### src/rtl/rkh_pkg.sv
// Package for the record key hash block: shared constants, types and byte
// classification helpers. No dependencies.
package rkh_pkg;

   localparam int HASH_WIDTH_DEF = 64;
   localparam int QUEUE_DEPTH    = 2;
   localparam logic [31:0] BUCKET_RESET = 32'd1024;
   localparam logic [31:0] HOUSE_BIAS   = 32'd17;

   localparam logic [7:0] CH_NEWLINE = 8'h0A;
   localparam logic [7:0] CH_TAB     = 8'h09;
   localparam logic [7:0] CH_VT      = 8'h0B;
   localparam logic [7:0] CH_CR      = 8'h0D;
   localparam logic [7:0] CH_SPACE   = 8'h20;
   localparam logic [7:0] CH_COMMA   = 8'h2C;
   localparam logic [7:0] CH_PLUS    = 8'h2B;
   localparam logic [7:0] CH_MINUS   = 8'h2D;
   localparam logic [7:0] CH_ZERO    = 8'h30;
   localparam logic [7:0] CH_NINE    = 8'h39;
   localparam logic [7:0] CH_UP_A    = 8'h41;
   localparam logic [7:0] CH_UP_Z    = 8'h5A;
   localparam logic [7:0] CH_LO_A    = 8'h61;
   localparam logic [7:0] CH_LO_Z    = 8'h7A;
   localparam logic [7:0] CASE_BIT   = 8'h20;

   localparam logic [1:0] LINE_SURNAME  = 2'd0;
   localparam logic [1:0] LINE_ADDRESS  = 2'd1;
   localparam logic [1:0] LINE_POSTCODE = 2'd2;
   localparam logic [1:0] LINE_AFTER    = 2'd3;

   typedef enum logic [1:0] {
      NUM_SKIP   = 2'd0,
      NUM_SIGN   = 2'd1,
      NUM_DIGITS = 2'd2,
      NUM_DONE   = 2'd3
   } num_phase_type;

   typedef enum logic [1:0] {
      BK_IDLE = 2'd0,
      BK_MUL  = 2'd1,
      BK_DIV  = 2'd2,
      BK_OUT  = 2'd3
   } back_state_type;

   function automatic logic is_digit(input logic [7:0] b);
      return (b >= CH_ZERO) && (b <= CH_NINE);
   endfunction

   function automatic logic is_upper(input logic [7:0] b);
      return (b >= CH_UP_A) && (b <= CH_UP_Z);
   endfunction

   function automatic logic is_alnum(input logic [7:0] b);
      return is_digit(b) || is_upper(b) || ((b >= CH_LO_A) && (b <= CH_LO_Z));
   endfunction

   function automatic logic is_blank(input logic [7:0] b);
      return (b == CH_SPACE) || (b == CH_TAB) || ((b >= CH_VT) && (b <= CH_CR));
   endfunction

   function automatic logic [7:0] lower_byte(input logic [7:0] b);
      return is_upper(b) ? (b | CASE_BIT) : b;
   endfunction

endpackage

### src/rtl/record_key_hash_core.sv
// Top level of the record key hash block.
// Depends on rkh_pkg, rkh_front, rkh_fifo and rkh_back.
//
// Takes a three-line mailing record one byte per item (surname, address,
// postcode, each ended by a newline) and, on the item marked tlast, emits
// one result: the bucket index (hash * (house+17)) mod bucket_count, the
// parsed house number and a missing-comma flag. Bytes are taken one per
// cycle while the queue has room; the front end hashes and parses each byte
// as it is taken. A record end hands the record to a two-deep queue, and the
// back end then loads it, does the scaling multiply on one shared 32x32
// multiplier, runs the bit-serial modulo and loads the output register; it
// takes the next record only once that result is loaded. Input stalls only
// while both queue slots are full. A bucket_count of zero gives index 0.
// bucket_count may only be written while the block is idle.
module record_key_hash_core #(
   parameter int HASH_WIDTH = rkh_pkg::HASH_WIDTH_DEF   // 32..64
) (
   input  logic        clock,
   input  logic        reset,
   // record bytes
   input  logic        req_tvalid,
   output logic        req_tready,
   input  logic [7:0]  req_tdata,    // [7:0] char_byte
   input  logic        req_tlast,    // record_end
   // results
   output logic        rsp_tvalid,
   input  logic        rsp_tready,
   output logic [63:0] rsp_tdata,    // [31:0] bucket_index, [63:32] house_value
   output logic        rsp_tuser,    // comma_missing
   // bucket_count register
   input  logic        csr_wr_en,
   input  logic [31:0] csr_wr_data
);
   import rkh_pkg::*;

   localparam int JOB_W = HASH_WIDTH + 33;

   logic [31:0]      bucket_ff;
   logic             byte_acc;
   logic             job_push, job_pop, job_empty, job_full;
   logic [JOB_W-1:0] job_in, job_out;
   logic [31:0]      out_index, out_house;

   always_ff @(posedge clock) begin
      if (reset)          bucket_ff <= BUCKET_RESET;
      else if (csr_wr_en) bucket_ff <= csr_wr_data;
   end

   assign req_tready = !job_full;
   assign byte_acc   = req_tvalid && req_tready;

   rkh_front #(.HASH_WIDTH(HASH_WIDTH)) u_front (
      .clock      (clock),
      .reset      (reset),
      .byte_valid (byte_acc),
      .byte_data  (req_tdata),
      .byte_last  (req_tlast),
      .job_push   (job_push),
      .job_data   (job_in)
   );

   rkh_fifo #(.WIDTH(JOB_W)) u_fifo (
      .clock     (clock),
      .reset     (reset),
      .push      (job_push),
      .push_data (job_in),
      .pop       (job_pop),
      .pop_data  (job_out),
      .empty     (job_empty),
      .full      (job_full)
   );

   rkh_back #(.HASH_WIDTH(HASH_WIDTH)) u_back (
      .clock             (clock),
      .reset             (reset),
      .bucket_count      (bucket_ff),
      .job_empty         (job_empty),
      .job_data          (job_out),
      .job_pop           (job_pop),
      .out_valid         (rsp_tvalid),
      .out_ready         (rsp_tready),
      .out_index         (out_index),
      .out_house         (out_house),
      .out_comma_missing (rsp_tuser)
   );

   assign rsp_tdata = {out_house, out_index};

endmodule

### src/rtl/rkh_front.sv
// Front end: takes record bytes, tracks the line, hashes key bytes and parses
// the house number. Depends on rkh_pkg; pushes finished records to rkh_fifo.
module rkh_front #(
   parameter int HASH_WIDTH = rkh_pkg::HASH_WIDTH_DEF
) (
   input  logic                       clock,
   input  logic                       reset,
   input  logic                       byte_valid,
   input  logic [7:0]                 byte_data,
   input  logic                       byte_last,
   output logic                       job_push,
   output logic [HASH_WIDTH+32:0]     job_data    // {comma_missing, house, hash}
);
   import rkh_pkg::*;

   logic [1:0]            line_ff, line_in;
   logic [HASH_WIDTH-1:0] hash_ff, hash_in;
   logic                  closed_ff, closed_in;
   logic [31:0]           num_ff, num_in;
   num_phase_type         phase_ff, phase_in;
   logic                  neg_ff, neg_in;

   logic [HASH_WIDTH-1:0] hash_step;
   logic [7:0]            low_b;
   logic [31:0]           house;

   assign low_b     = lower_byte(byte_data);
   // hash*17 + byte as shift-add
   assign hash_step = hash_ff + (hash_ff << 4) + HASH_WIDTH'(low_b);

   always_comb begin
      line_in   = line_ff;
      hash_in   = hash_ff;
      closed_in = closed_ff;
      num_in    = num_ff;
      phase_in  = phase_ff;
      neg_in    = neg_ff;
      if (byte_data == CH_NEWLINE) begin
         if (line_ff != LINE_AFTER) line_in = line_ff + 2'd1;
      end else begin
         case (line_ff)
            LINE_SURNAME: begin
               if (!closed_ff) begin
                  if (byte_data == CH_COMMA) closed_in = 1'b1;
                  else                       hash_in   = hash_step;
               end
            end
            LINE_ADDRESS: begin
               if ((phase_ff == NUM_SKIP) && is_blank(byte_data)) begin
                  phase_in = NUM_SKIP;
               end else if ((phase_ff == NUM_SKIP) &&
                            ((byte_data == CH_PLUS) || (byte_data == CH_MINUS))) begin
                  neg_in   = (byte_data == CH_MINUS);
                  phase_in = NUM_SIGN;
               end else if ((phase_ff != NUM_DONE) && is_digit(byte_data)) begin
                  num_in   = (num_ff << 3) + (num_ff << 1) + 32'(byte_data - CH_ZERO);
                  phase_in = NUM_DIGITS;
               end else begin
                  phase_in = NUM_DONE;
               end
            end
            LINE_POSTCODE: begin
               if (is_alnum(byte_data)) hash_in = hash_step;
            end
            default: ;
         endcase
      end
   end

   assign house    = neg_in ? (32'd0 - num_in) : num_in;
   assign job_push = byte_valid && byte_last;
   assign job_data = {!closed_in, house, hash_in};

   always_ff @(posedge clock) begin
      if (reset || job_push) begin
         line_ff   <= LINE_SURNAME;
         hash_ff   <= '0;
         closed_ff <= 1'b0;
         num_ff    <= '0;
         phase_ff  <= NUM_SKIP;
         neg_ff    <= 1'b0;
      end else if (byte_valid) begin
         line_ff   <= line_in;
         hash_ff   <= hash_in;
         closed_ff <= closed_in;
         num_ff    <= num_in;
         phase_ff  <= phase_in;
         neg_ff    <= neg_in;
      end
   end

endmodule

### src/rtl/rkh_fifo.sv
// Short record queue between front and back end.
// Depends on rkh_pkg for its depth.
module rkh_fifo #(
   parameter int WIDTH = rkh_pkg::HASH_WIDTH_DEF + 33
) (
   input  logic             clock,
   input  logic             reset,
   input  logic             push,
   input  logic [WIDTH-1:0] push_data,
   input  logic             pop,
   output logic [WIDTH-1:0] pop_data,
   output logic             empty,
   output logic             full
);
   import rkh_pkg::*;

   localparam int PTR_W = $clog2(QUEUE_DEPTH);
   localparam int CNT_W = $clog2(QUEUE_DEPTH + 1);

   logic [WIDTH-1:0] slot_ff [QUEUE_DEPTH];
   logic [PTR_W-1:0] wr_ptr_ff, rd_ptr_ff;
   logic [CNT_W-1:0] count_ff;

   assign empty    = (count_ff == '0);
   assign full     = (count_ff == CNT_W'(QUEUE_DEPTH));
   assign pop_data = slot_ff[rd_ptr_ff];

   function automatic logic [PTR_W-1:0] bump(input logic [PTR_W-1:0] p);
      return (p == PTR_W'(QUEUE_DEPTH - 1)) ? '0 : p + PTR_W'(1);
   endfunction

   always_ff @(posedge clock) begin
      if (reset) begin
         wr_ptr_ff <= '0;
         rd_ptr_ff <= '0;
         count_ff  <= '0;
      end else begin
         if (push) wr_ptr_ff <= bump(wr_ptr_ff);
         if (pop)  rd_ptr_ff <= bump(rd_ptr_ff);
         if (push && !pop)      count_ff <= count_ff + CNT_W'(1);
         else if (pop && !push) count_ff <= count_ff - CNT_W'(1);
      end
   end

   always_ff @(posedge clock) begin
      if (push) slot_ff[wr_ptr_ff] <= push_data;
   end

endmodule

### src/rtl/rkh_back.sv
// Back end: scales the record hash by (house+17) with a shared 32x32
// multiplier, reduces it bit-serially by bucket_count, and holds the result.
// Depends on rkh_pkg; fed by rkh_fifo.
module rkh_back #(
   parameter int HASH_WIDTH = rkh_pkg::HASH_WIDTH_DEF
) (
   input  logic                   clock,
   input  logic                   reset,
   input  logic [31:0]            bucket_count,
   input  logic                   job_empty,
   input  logic [HASH_WIDTH+32:0] job_data,
   output logic                   job_pop,
   output logic                   out_valid,
   input  logic                   out_ready,
   output logic [31:0]            out_index,
   output logic [31:0]            out_house,
   output logic                   out_comma_missing
);
   import rkh_pkg::*;

   localparam int CNT_W = $clog2(HASH_WIDTH);

   back_state_type  state_ff, state_in;
   logic [63:0]     hash_ff;
   logic [31:0]     fact_ff;
   logic [31:0]     house_ff;
   logic            comma_ff;
   logic [63:0]     prod_ff, prod_in;
   logic [1:0]      step_ff;
   logic [CNT_W-1:0] cnt_ff;
   logic [31:0]     rem_ff, rem_in;
   logic            valid_ff;
   logic [31:0]     index_ff, hold_house_ff;
   logic            hold_comma_ff;

   logic            out_free, load_out;
   logic [31:0]     mul_a, mul_b, fact_hi;
   logic [63:0]     mul_p;
   logic [32:0]     rem_sh;

   assign out_free = !valid_ff || out_ready;

   // next state
   always_comb begin
      state_in = state_ff;
      unique case (state_ff)
         BK_IDLE: if (!job_empty)              state_in = BK_MUL;
         BK_MUL:  if (step_ff == 2'd2)         state_in = BK_DIV;
         BK_DIV:  if (cnt_ff == '0)            state_in = BK_OUT;
         BK_OUT:  if (out_free)                state_in = BK_IDLE;
         default:                              state_in = BK_IDLE;
      endcase
   end

   // state outputs
   always_comb begin
      job_pop  = 1'b0;
      load_out = 1'b0;
      unique case (state_ff)
         BK_IDLE: job_pop  = !job_empty;
         BK_OUT:  load_out = out_free;
         default: ;
      endcase
   end

   // 64-bit product mod 2^64 from three 32x32 partial products
   assign fact_hi = {32{fact_ff[31]}};
   assign mul_a   = (step_ff == 2'd1) ? hash_ff[63:32] : hash_ff[31:0];
   assign mul_b   = (step_ff == 2'd2) ? fact_hi : fact_ff;
   assign mul_p   = {32'd0, mul_a} * {32'd0, mul_b};
   assign prod_in = (step_ff == 2'd0) ? mul_p : prod_ff + {mul_p[31:0], 32'd0};

   // restoring reduction, one dividend bit a cycle
   assign rem_sh = {rem_ff, prod_ff[HASH_WIDTH-1]};
   assign rem_in = (rem_sh >= {1'b0, bucket_count}) ? 32'(rem_sh - {1'b0, bucket_count})
                                                      : rem_sh[31:0];

   always_ff @(posedge clock) begin
      if (reset) state_ff <= BK_IDLE;
      else       state_ff <= state_in;
   end

   always_ff @(posedge clock) begin
      if (job_pop) begin
         hash_ff  <= 64'(job_data[HASH_WIDTH-1:0]);
         fact_ff  <= job_data[HASH_WIDTH+31:HASH_WIDTH] + HOUSE_BIAS;
         house_ff <= job_data[HASH_WIDTH+31:HASH_WIDTH];
         comma_ff <= job_data[HASH_WIDTH+32];
         step_ff  <= 2'd0;
         cnt_ff   <= CNT_W'(HASH_WIDTH - 1);
         rem_ff   <= '0;
      end else if (state_ff == BK_MUL) begin
         prod_ff <= prod_in;
         step_ff <= step_ff + 2'd1;
      end else if (state_ff == BK_DIV) begin
         rem_ff  <= rem_in;
         prod_ff <= prod_ff << 1;
         cnt_ff  <= cnt_ff - CNT_W'(1);
      end
   end

   always_ff @(posedge clock) begin
      if (reset)         valid_ff <= 1'b0;
      else if (load_out) valid_ff <= 1'b1;
      else if (out_ready) valid_ff <= 1'b0;
   end

   always_ff @(posedge clock) begin
      if (load_out) begin
         index_ff      <= (bucket_count == '0) ? '0 : rem_ff;
         hold_house_ff <= house_ff;
         hold_comma_ff <= comma_ff;
      end
   end

   assign out_valid         = valid_ff;
   assign out_index         = index_ff;
   assign out_house         = hold_house_ff;
   assign out_comma_missing = hold_comma_ff;

endmodule

### config.mk
export PLATFORM = sky130hd
export DESIGN_NAME = record_key_hash_core
export DESIGN_NICKNAME = d
export VERILOG_FILES = /design/src/rtl/rkh_pkg.sv /design/src/rtl/record_key_hash_core.sv /design/src/rtl/rkh_front.sv /design/src/rtl/rkh_fifo.sv /design/src/rtl/rkh_back.sv
export SDC_FILE = /design/constraint.sdc
export NUM_CORES = 2
export LEC_CHECK = 0
export BUFFER_PORTS_ARGS = -buffer_cell sky130_fd_sc_hd__buf_4
export CELL_PAD_IN_SITES_DETAIL_PLACEMENT = 1
export CELL_PAD_IN_SITES_GLOBAL_PLACEMENT = 1
export CORE_UTILIZATION = 52
export DETAILED_ROUTE_END_ITERATION = 8
export PLACE_DENSITY = 0.88
export SYNTH_ARGS = -nofsm -noshare
export SYNTH_HDL_FRONTEND = slang
export SYNTH_SLANG_ARGS = --single-unit
### constraint.sdc
create_clock -name clock -period 13 [get_ports clock]
set_clock_uncertainty 0.2 [all_clocks]
set_input_delay 2.6 -clock clock [delete_from_list [all_inputs] [get_ports clock]]
set_output_delay 2.6 -clock clock [all_outputs]
set_load 0.02 [all_outputs]
==> metrics.txt <==
Clk Latency, worst-skew pair=roughly 0.72 ns; number of global-route vias before repair=between 60k and 70k; worst-case clock buffer depth=3; clock root cell=clkbuf_16; reg2reg start=u_back.step_ff[0]; DRT Pass-1 Iters=5; crit path time final=roughly 11 ns; Worst slew margin=0.0323; asr flop ratio synth=0; Startpoint Class=flip-flop; Max Cap Viol=0; Crit Path Category=flip-flop to flip-flop; synth cell count leaders=1,002 x inv_1, 932 x fa_1, 913 x nand2_1; Hold Crit Class=flip-flop to flip-flop; RSZ-0062 raised after global routing=false; post-route ant nets=0; reg2reg path depth=30; Fill cells=approximately 15k; Crit Path Max Fanout=29; endpoint type of the worst setup path=flip-flop; Yosys cell types=a little under 90; routability cong.=around 1.1; Post-synth EDFFs=approximately 450; CTS tree=done; endpoints failing setup=0; CP most frequent cell=fa_1; dominant cell type by area after synthesis=fa_1; crit share post-route=0.858; input/output buffers=roughly 110; Die W=about 360 um; antenna violations before repair=7; GR Overflow Total=0; synth top area cells=fa_1 28%, edfxtp_1 20%, ha_1 9.2%; Synth top area share=0.275; H-tree Lvls=3; initial core utilization=0.524; CTS sink cnt=634; Vert. Die Dim=~360 um; Synth warnings=0; FF-to-FF End=u_back.prod_ff[57]; # DRC=0; Post CTS Setup Buffer Count=0; placed inst area=70,500 um^2; post-DP HPWL=roughly 190 mm; Final Hold Vio Count=0; register area share after synthesis=0.254; hold_sp=u_back.house_ff[12]; slowest stage delay, CP=between 1 and 1.5 ns; first-pass GRT wire length=~400 mm; Worst EP required=around 13 ns; Routed wire per std cell=between 20 and 30 um; Post-Syn Area per Cell=~9.6 um^2; row count=between 100 and 150; WL final=263 mm; Hold Path Sink=u_back.out_house[12]; final instance area=73,100 um^2; area of the mapped netlist=67,800 um^2; top-level I/O count=between 100 and 150; Layout Utilization=0.565; layout cells sized above 1=0.0737; Post-Syn Instances=a little over 7k; total CTS buffers=slightly above 70; Max Slew Vio Count=0; status=completed; clock slew at reported path FFs=0.07 ns; critical path arrival=between 10 and 15 ns; largest net degree at the start of global routing=approximately 70; flops & latches, synth=634; Syn Nets=~8.5k; via count=about 57k; Hold Path Stages=0; Reg2Reg Setup Slack=between 1.5 and 2 ns; PostCTS Resize Cnt=0; Total GRT Usage=0.400; DR iter-0 viols=between 5k and 6k; die area=roughly 130,000 um^2; top_reg_cell synth=edfxtp_1; vias per cell=~6.4; Core Area=129,000 um^2; Least-Margin Pin Slew=roughly 1.5 ns; hold buffer count at CTS=0; fin nets=8,505; CP max-delay cell=a21oi_2; setup_tns=0 ns; FMAX=between 80 and 90 MHz; most frequent cell after synthesis=inv_1; Area growth syn-to-layout=7.83%
how the worst max path moves through the flow:
stage | startpoint | endpoint | slack [ns] | cells after the start
floorplan | u_back.step_ff[1] | u_back.prod_ff[63] | 3.11 | 36
global placement | u_back.step_ff[1] | u_back.prod_ff[62] | 2.54 | 31
detailed placement | u_back.step_ff[1] | u_back.prod_ff[62] | 2.26 | 32
CTS | u_back.step_ff[1] | u_back.prod_ff[63] | 2.16 | 30
global route | u_back.step_ff[1] | u_back.prod_ff[62] | 1.70 | 30
finish | u_back.step_ff[0] | u_back.prod_ff[57] | 1.85 | 30
critical path: cells and delay by family, from the launching register on:
family	cells	cell delay, ns
adder cells (fa/ha/maj)	10	5.03
AO/OA/AOI/OAI	9	2.93
buffers and inverters	5	1.09
AND/OR/NAND/NOR	5	1.03
flip-flops	1	0.42
multiplexers	1	0.13
stage by stage:
stage	worst slack, ns	instances	hold WS, ns
2_1_floorplan	3.11	7063	0.200
3_3_place_gp	2.54	8697	0.205
3_5_place_dp	2.26	8697	0.207
4_1_cts	2.16	8829	0.223
5_1_grt	1.70	8830	0.222
6_report	1.85	8831	0.223
routing by layer:
| metal | GRT usage | part of all wire |
|---|---|---|
| met5 | 0 | 0.00013 |
| met4 | 0.296 | 0.088 |
| met3 | 0.101 | 0.10 |
| met2 | 0.638 | 0.46 |
| met1 | 0.466 | 0.35 |
kinds of logic after synthesis:
logic type	share of synthesized area
and+or+nand+nor	0.129
adders and majority gates	0.367
buffers and inverters	0.0741
AOI/OAI and AO/OA	0.108
DFF	0.254
xor gates and xnor gates	0.0342
muxes	0.0339
area by class of cell:
| class | count | area, um^2 | area share |
|---|---|---|---|
| antenna | 2 | 5.00 | 0.0000684 |
| clock buffer | 86 | 1880 | 0.0257 |
| clock inverter | 46 | 688 | 0.00941 |
| inverter | 1003 | 3770 | 0.0516 |
| multi-input combinational | 5096 | 45700 | 0.625 |
| sequential | 634 | 17200 | 0.235 |
| tap | 1742 | 2180 | 0.0298 |
| timing repair buffer | 222 | 1670 | 0.0228 |
placed cells by master, fill, tap and decap left out, types with 15 or more instances in the layout:
cell,count
or2_2,15
and3_1,29
o21a_1,29
a211oi_1,56
nand4_1,42
o21ai_0,224
o21bai_1,38
nand2_1,911
nor4_1,19
mux2i_1,96
nor2b_1,61
xnor2_1,175
or3_1,21
nand2b_1,34
dfxtp_1,181
a21o_1,159
a21oi_1,339
a31oi_1,32
and2_1,43
xor2_1,90
a22o_1,68
mux2_2,111
nor2_1,692
edfxtp_1,452
fa_1,932
buf_4,222
clkbuf_16,71
inv_1,1001
nor3_1,83
o211ai_1,22
ha_1,497
nand3_1,60
state kept, by name (all words and copies together), names as in the netlist, 6 cells and up, named ones only:
name              cells
u_back.out_index     32
u_back.house_ff      32
u_back.cnt_ff         6
u_back.rem_ff        32
u_back.out_house     32
u_back.prod_ff       64
u_back.hash_ff       64
u_front.hash_ff      64
bucket_ff            32
u_back.fact_ff       32
u_fifo.slot_ff      194
u_front.num_ff       32
Power is not shown: default switching activity piles up to over one toggle a cycle in this logic, so the estimate is an artifact.
